## src/cdq_pkg.sv

```systemverilog
// Shared sizes, opcodes and status codes for the circular deque engine.
// No dependencies; imported by cdq_ram users and the top level.
`default_nettype none

package cdq_pkg;

   localparam int DEPTH      = 8;
   localparam int DATA_WIDTH = 32;
   localparam int IDX_W      = (DEPTH > 1) ? $clog2(DEPTH) : 1;
   localparam int CNT_W      = $clog2(DEPTH + 1);
   localparam int OP_W       = 2;
   localparam int STATUS_W   = 2;
   localparam int OCC_W      = 4;

   localparam logic [OP_W-1:0] OP_PUSH_FRONT = 2'd0;
   localparam logic [OP_W-1:0] OP_PUSH_BACK  = 2'd1;
   localparam logic [OP_W-1:0] OP_POP_FRONT  = 2'd2;
   localparam logic [OP_W-1:0] OP_POP_BACK   = 2'd3;

   localparam logic [STATUS_W-1:0] ST_DONE      = 2'd0;
   localparam logic [STATUS_W-1:0] ST_OVERFLOW  = 2'd1;
   localparam logic [STATUS_W-1:0] ST_UNDERFLOW = 2'd2;

   localparam logic [IDX_W-1:0] IDX_LAST = IDX_W'(DEPTH - 1);
   localparam logic [CNT_W-1:0] CNT_FULL = CNT_W'(DEPTH);

   function automatic logic [IDX_W-1:0] idx_up(input logic [IDX_W-1:0] i);
      return (i == IDX_LAST) ? '0 : i + 1'b1;
   endfunction

   function automatic logic [IDX_W-1:0] idx_down(input logic [IDX_W-1:0] i);
      return (i == '0) ? IDX_LAST : i - 1'b1;
   endfunction

endpackage

`default_nettype wire

```

## src/cdq_ram.sv

```systemverilog
// Generic single-write, single-read synchronous RAM with registered read data.
// No dependencies.
`default_nettype none

module cdq_ram #(
   parameter int WIDTH = 32,
   parameter int DEPTH = 8
) (
   input  wire logic                                     clock,
   input  wire logic                                     wr_en,
   input  wire logic [((DEPTH > 1) ? $clog2(DEPTH) : 1)-1:0] wr_addr,
   input  wire logic [WIDTH-1:0]                         wr_data,
   input  wire logic                                     rd_en,
   input  wire logic [((DEPTH > 1) ? $clog2(DEPTH) : 1)-1:0] rd_addr,
   output logic      [WIDTH-1:0]                         rd_data
);

   logic [WIDTH-1:0] mem_ff [DEPTH];
   logic [WIDTH-1:0] rd_data_ff;

   always_ff @(posedge clock) begin
      if (wr_en) begin
         mem_ff[wr_addr] <= wr_data;
      end
      if (rd_en) begin
         rd_data_ff <= mem_ff[rd_addr];
      end
   end

   assign rd_data = rd_data_ff;

endmodule

`default_nettype wire

```

## src/circular_deque_engine_top.sv

```systemverilog
// Top level of the circular deque engine: index/count control and the ring RAM.
// Depends on cdq_pkg and cdq_ram.
//
//   channel | dir | handshake             | payload
//   --------+-----+-----------------------+------------------------------------------
//   req     | in  | req_valid / req_stall | req_opcode, req_value
//   rsp     | out | rsp_valid / rsp_stall | rsp_status, rsp_removed_value,
//           |     |                       | rsp_occupancy, rsp_is_empty, rsp_is_full
//
// A push, or any refused operation, has its result beat registered at the
// edge that accepts it. A successful pop first moves to S_READ while the ring
// RAM registers its read data, and its result beat is registered from there.
// Reset clears the indices, the count and the control state; the ring needs
// no clearing, as a pop only ever reads slots already written.
// A new beat is accepted only once the previous result has been taken (or is
// taken in the same cycle); rsp_stall with a result pending thus holds req_stall high.
`default_nettype none

module circular_deque_engine_top (
   input  wire logic                             clock,
   input  wire logic                             reset,
   input  wire logic                             req_valid,
   output logic                                  req_stall,
   input  wire logic [cdq_pkg::OP_W-1:0]         req_opcode,
   input  wire logic signed [cdq_pkg::DATA_WIDTH-1:0] req_value,
   output logic                                  rsp_valid,
   input  wire logic                             rsp_stall,
   output logic      [cdq_pkg::STATUS_W-1:0]     rsp_status,
   output logic signed [cdq_pkg::DATA_WIDTH-1:0] rsp_removed_value,
   output logic      [cdq_pkg::OCC_W-1:0]        rsp_occupancy,
   output logic                                  rsp_is_empty,
   output logic                                  rsp_is_full
);

   import cdq_pkg::*;

   // sequencer states
   localparam logic S_IDLE = 1'b0;
   localparam logic S_READ = 1'b1;  // waiting for pop read data from the ring RAM

   logic                  state_ff, state_in;
   logic [IDX_W-1:0]      head_ff, head_in;
   logic [IDX_W-1:0]      tail_ff, tail_in;
   logic [CNT_W-1:0]      cnt_ff, cnt_in;

   // result register
   logic                  rsp_valid_ff, rsp_valid_in;
   logic [STATUS_W-1:0]   status_ff, status_in;
   logic [DATA_WIDTH-1:0] removed_ff, removed_in;
   logic [CNT_W-1:0]      occ_ff, occ_in;

   logic                  accept;
   logic                  out_free;
   logic                  is_push;
   logic                  is_front;
   logic                  empty_now;
   logic                  full_now;

   logic                  wr_en;
   logic [IDX_W-1:0]      wr_addr;
   logic                  rd_en;
   logic [IDX_W-1:0]      rd_addr;
   logic [DATA_WIDTH-1:0] rd_data;

   // the output slot is free if empty or being drained this cycle
   assign out_free  = !rsp_valid_ff || !rsp_stall;
   assign req_stall = (state_ff != S_IDLE) || !out_free;
   assign accept    = req_valid && !req_stall;

   assign is_push   = !req_opcode[1];
   assign is_front  = (req_opcode == OP_PUSH_FRONT) || (req_opcode == OP_POP_FRONT);
   assign empty_now = (cnt_ff == '0);
   assign full_now  = (cnt_ff == CNT_FULL);

   always_comb begin
      state_in     = state_ff;
      head_in      = head_ff;
      tail_in      = tail_ff;
      cnt_in       = cnt_ff;
      rsp_valid_in = rsp_valid_ff && rsp_stall;
      status_in    = status_ff;
      removed_in   = removed_ff;
      occ_in       = occ_ff;
      wr_en        = 1'b0;
      wr_addr      = '0;
      rd_en        = 1'b0;
      rd_addr      = head_ff;

      case (state_ff)
         S_IDLE: begin
            if (accept) begin
               removed_in = '0;
               if (is_push) begin
                  if (full_now) begin
                     status_in = ST_OVERFLOW;
                  end else begin
                     status_in = ST_DONE;
                     wr_en     = 1'b1;
                     cnt_in    = cnt_ff + 1'b1;
                     if (empty_now) begin
                        // first element lands in slot 0 whichever end
                        head_in = '0;
                        tail_in = '0;
                        wr_addr = '0;
                     end else if (is_front) begin
                        head_in = idx_down(head_ff);
                        wr_addr = idx_down(head_ff);
                     end else begin
                        tail_in = idx_up(tail_ff);
                        wr_addr = idx_up(tail_ff);
                     end
                  end
                  occ_in       = cnt_in;
                  rsp_valid_in = 1'b1;
               end else begin
                  if (empty_now) begin
                     status_in    = ST_UNDERFLOW;
                     rsp_valid_in = 1'b1;
                  end else begin
                     status_in = ST_DONE;
                     rd_en     = 1'b1;
                     rd_addr   = is_front ? head_ff : tail_ff;
                     cnt_in    = cnt_ff - 1'b1;
                     state_in  = S_READ;
                     if (cnt_ff == CNT_W'(1)) begin
                        head_in = '0;
                        tail_in = '0;
                     end else if (is_front) begin
                        head_in = idx_up(head_ff);
                     end else begin
                        tail_in = idx_down(tail_ff);
                     end
                  end
                  occ_in = cnt_in;
               end
            end
         end
         S_READ: begin
            removed_in   = rd_data;
            rsp_valid_in = 1'b1;
            state_in     = S_IDLE;
         end
         default: begin
            state_in = S_IDLE;
         end
      endcase
   end

   always_ff @(posedge clock) begin
      if (reset) begin
         state_ff     <= S_IDLE;
         head_ff      <= '0;
         tail_ff      <= '0;
         cnt_ff       <= '0;
         rsp_valid_ff <= 1'b0;
      end else begin
         state_ff     <= state_in;
         head_ff      <= head_in;
         tail_ff      <= tail_in;
         cnt_ff       <= cnt_in;
         rsp_valid_ff <= rsp_valid_in;
      end
   end

   // payload needs no reset
   always_ff @(posedge clock) begin
      status_ff  <= status_in;
      removed_ff <= removed_in;
      occ_ff     <= occ_in;
   end

   cdq_ram #(
      .WIDTH (DATA_WIDTH),
      .DEPTH (DEPTH)
   ) u_ring (
      .clock   (clock),
      .wr_en   (wr_en),
      .wr_addr (wr_addr),
      .wr_data (req_value),
      .rd_en   (rd_en),
      .rd_addr (rd_addr),
      .rd_data (rd_data)
   );

   assign rsp_valid         = rsp_valid_ff;
   assign rsp_status        = status_ff;
   assign rsp_removed_value = removed_ff;
   assign rsp_occupancy     = OCC_W'(occ_ff);
   assign rsp_is_empty      = (occ_ff == '0);
   assign rsp_is_full       = (occ_ff == CNT_FULL);

endmodule

`default_nettype wire
```

## config.mk

```make
export PLATFORM = sky130hd
export DESIGN_NAME = circular_deque_engine_top
export DESIGN_NICKNAME = d
export VERILOG_FILES = /design/src/cdq_pkg.sv /design/src/cdq_ram.sv /design/src/circular_deque_engine_top.sv
export SDC_FILE = /design/constraint.sdc
export NUM_CORES = 1
export LEC_CHECK = 0
export ABC_AREA = 1
export BUFFER_PORTS_ARGS = -buffer_cell sky130_fd_sc_hd__buf_2
export CAP_MARGIN = 20
export CORE_AREA = 10 10 191 193
export DETAILED_ROUTE_END_ITERATION = 12
export DIE_AREA = 0 0 201 203
export PLACE_DENSITY = 0.64
export SETUP_SLACK_MARGIN = 0.05
export SYNTH_ARGS = -nofsm -noshare
export SYNTH_HDL_FRONTEND = slang
export SYNTH_SLANG_ARGS = --single-unit
export TNS_END_PERCENT = 50
```

## constraint.sdc

```tcl
create_clock -name clock -period 10.95 [get_ports clock]
set_input_delay 0.5475 -clock clock [delete_from_list [all_inputs] [get_ports clock]]
set_output_delay 0.5475 -clock clock [all_outputs]
set_load 0.03 [all_outputs]
```

==> flow_summary.yaml <==
cells_and_area:
  register_area_sq_um: 10000
  multi_input_comb_area_sq_um: 3450
  layout-drive-gt1-share: 0.114
  final_core_utilization: 0.517
  number_of_fill_cells: 2829
  final_nets: 1519
  synthToLayoutAreaGrowth_pct: 13.0
clock_network:
  clk_latency_ps: 510
  cts_setup_buffers: 0
  clock_path_buffers: 3
  htreeDepth: 2
  cts-root-buf: "sky130_fd_sc_hd__clkbuf_16"
  cts_inserted_buffers: 37
  ctsResizeCount: 0
  clock_tree_from_tritoncts: "yes"
  clock_sink_count: 338
  holdBufCountCts: 0
  path_clk_slew_ps: 60
sta:
  report.final.setup_viol: 0
  report.final.slew_viol_count: 0
  final.min_clock_period_ps: 4060
  hold_viol_final: 0
  worstMarginPinSlew_ps: 1150
  clock.fmax_mhz: 246
  fin_crit_share: 0.371
  totalNegativeSetupSlack_ps: 0
  setup_repair_after_global_routing_missed_its_margin: "no"
  timing.slew.headroom: 0.234
  fin_worst_skew_ps: 14.2
yosys:
  synth_area_leader_cell: "sky130_fd_sc_hd__edfxtp_1"
  synthesized_flop_and_latch_total: 338
  synth-async-reset-ratio: 0
  synth-warning-count: 0
  post_synth_inst_count: 1399
  ys_seq_area_frac: 0.676
  netlist_area_sq_um: 14800
  syn_area_cell_sq_um: 10.6
  synth_cell_type_count: 36
  netlist_top_cells_area: "sky130_fd_sc_hd__edfxtp_1 (66%), sky130_fd_sc_hd__nand3_1 (8.8%), sky130_fd_sc_hd__nand2_1 (8.1%)"
  post_synth_edffs: 326
  syn-num-nets: 1448
  most_frequently_used_cell_type_in_the_post_synthesis_netlist: "sky130_fd_sc_hd__edfxtp_1"
  yosysTopAreaCellShare: 0.660
  synthTopCellsByCount: "sky130_fd_sc_hd__edfxtp_1 (326), sky130_fd_sc_hd__nand2_1 (319), sky130_fd_sc_hd__inv_1 (284)"
  ys_dominant_reg_cell: "sky130_fd_sc_hd__edfxtp_1"
detailed_routing:
  drt-pass1-iter-count: 7
  drc_violation_count_after_routing: 0
  antenna_left: 0
  drt-wirelength-per-cell_microns: 17.8
  wl_microns: 34600
  detail_route.vias_per_cell: 5.05
  via_total_after_detailed_routing: 9798
  detail_route.iter0.violations: 879
floorplan:
  ios: 80
  std_cell_rows: 66
  area_of_the_core_region_sq_um: 32500
  area_enclosed_by_the_die_boundary_sq_um: 40800
  start_util: 0.457
  die_width_microns: 201
  fp.dieH_microns: 203
global_routing:
  grt_pass1_wl_microns: 54700
  globalRouteMet3Util: 0.0317
  grt_pass1_vias: 9784
  gr-usage-met1: 0.214
  globalRouteOverflowTotal: 0
  groute.layer.met2.usage: 0.283
  global_route.peak_usage_layer: "met2"
  maximum_number_of_pins_on_one_net_before_global_route_repair: 98
  grt_antenna_before_repair: 5
  track_usage: 0.168
worst_setup_path:
  timing.critical_path.cells: "inv_1 -> ha_1 -> a21oi_2 -> nand3_4 -> nand2_2 -> buf_4 -> nand2_2 -> buf_4 -> nand2_1 -> nand3_1 -> nand2_1 -> nand2_1 -> nand2_1"
  worst_path_largest_cell_delay_ps: 860
  critical_path_fanouts_max: 97
  timing.critical_path.required_ps: 11320
  r2r.worst_path.cells: 13
  crit-reg2reg-launch: "cnt_ff[0]$_SDFFE_PP0P_"
  crit_slowest_cell: "sky130_fd_sc_hd__buf_4"
  critical_path.startpoint_type: "flop"
  worst-r2r-setup-slack_ps: 6890
  critical_path_arrival_ps: 4430
  timing.critical_path.mode_cell: "sky130_fd_sc_hd__nand2_1"
  crit-reg2reg-capture: "u_ring.rd_data[31]$_DFFE_PP_"
  setup_cp_type: "reg2reg"
  critical_path.endpoint_type: "flop"
power:
  power.density_nw_per_um2: 183
  leakage_uw: 0.00738
  vdd_drop_max_mv: 0.109
job:
  cap_violations: 0
outcome:
  status: "finished, final reports clean"
place:
  dp_hpwl_microns: 17700
  buffer_ports.inserted: 79
  routabilityCongestion: 0.821
hold_path:
  min_to: "rsp_valid$_SDFF_PP0_"
  min_path_cells: 2
  worst_min_delay_path_startpoint: "reset"
  worst_hold_path_type: "in2reg"
## flip-flops by register name (all words and copies together) (netlist names), 2 cells and up
register           cells
rsp_status             2
u_ring.mem_ff        256
head_ff                3
cnt_ff                 4
rsp_removed_value     32
u_ring.rd_data        32
rsp_occupancy          4
tail_ff                3
## stage by stage
stage,hold WS (ps),std cells,instance area [sq um],setup WS [ps],power (uW)
2_1_floorplan,481,1399,14800,6560,1820
3_3_place_gp,490,1873,15700,7050,1940
3_5_place_dp,493,1873,15700,6950,1950
4_1_cts,259,1938,16800,6960,3100
5_1_grt,279,1939,16800,6590,3210
6_report,280,1940,16800,6890,3070
## per-layer routing
layer	up-vias	wire, microns
met1	4710	15000
met3	64	2180
li1	4731	-
met4	6	895
met2	287	16500
met5	-	44
## placed cells by master, fill, tap and decap left out, types with 3 or more instances in the layout
cell type	n
sky130_fd_sc_hd__inv_1	284
sky130_fd_sc_hd__ha_1	11
sky130_fd_sc_hd__clkbuf_1	11
sky130_fd_sc_hd__o21ai_0	17
sky130_fd_sc_hd__nor2_4	6
sky130_fd_sc_hd__clkbuf_16	37
sky130_fd_sc_hd__buf_4	20
sky130_fd_sc_hd__edfxtp_1	326
sky130_fd_sc_hd__nand4_1	3
sky130_fd_sc_hd__nor2_1	19
sky130_fd_sc_hd__clkinv_1	7
sky130_fd_sc_hd__nand3_1	261
sky130_fd_sc_hd__nand2_2	6
sky130_fd_sc_hd__a21oi_1	12
sky130_fd_sc_hd__dfxtp_1	12
sky130_fd_sc_hd__clkinv_2	7
sky130_fd_sc_hd__xor2_1	3
sky130_fd_sc_hd__nand2_1	316
sky130_fd_sc_hd__buf_2	79
sky130_fd_sc_hd__nand3b_1	32
## critical path: cells and delay by family (launching register included)
kind | cells | cell delay (ps)
AND/OR/NAND/NOR | 8 | 1410
adder cells (fa/ha/maj) | 1 | 260
buffers and inverters | 3 | 1480
flip-flops | 1 | 410
AO/OA/AOI/OAI | 1 | 330
## power by group
group          switching [uW]  leakage, uW  internal, uW  total, uW
clock                     483     0.000539           670       1150
sequential               18.7      0.00309          1490       1510
combinational             296      0.00375           112        407
total                     797      0.00738          2270       3070
## cells by family after synthesis
| kind of cell | after synthesis | synth area share |
|---|---|---|
| AND/OR/NAND/NOR | 652 | 0.199 |
| buffers and inverters | 354 | 0.0964 |
| flip-flops | 338 | 0.676 |
| AO/OA/AOI/OAI | 40 | 0.0168 |
| adder cells (fa/ha/maj) | 11 | 0.00927 |
| XOR/XNOR | 4 | 0.00236 |
## area by class of cell
type	count	area share
flip-flops and latches	338	0.598
multi-input cells	707	0.206
inverters	287	0.0643
clock buffers	48	0.0577
well taps	442	0.0330
repair buffers	99	0.0325
clock inverters	17	0.00799
diodes	2	0.000299
## worst max path at each step
stage | endpoint | from | depth (start not counted) | slack [ps]
global placement | u_ring.rd_data[5]$_DFFE_PP_ | req_opcode[1] | 13 | 7050
global route | u_ring.rd_data[23]$_DFFE_PP_ | cnt_ff[0]$_SDFFE_PP0P_ | 13 | 6590
finish | u_ring.rd_data[31]$_DFFE_PP_ | cnt_ff[0]$_SDFFE_PP0P_ | 13 | 6890
floorplan | u_ring.mem_ff[6][0]$_DFFE_PP_ | rsp_stall | 9 | 6560
detailed placement | u_ring.rd_data[31]$_DFFE_PP_ | req_opcode[1] | 13 | 6950
CTS | u_ring.rd_data[31]$_DFFE_PP_ | cnt_ff[0]$_SDFFE_PP0P_ | 13 | 6960
No activity file was read; power rests on OpenSTA's default activity.
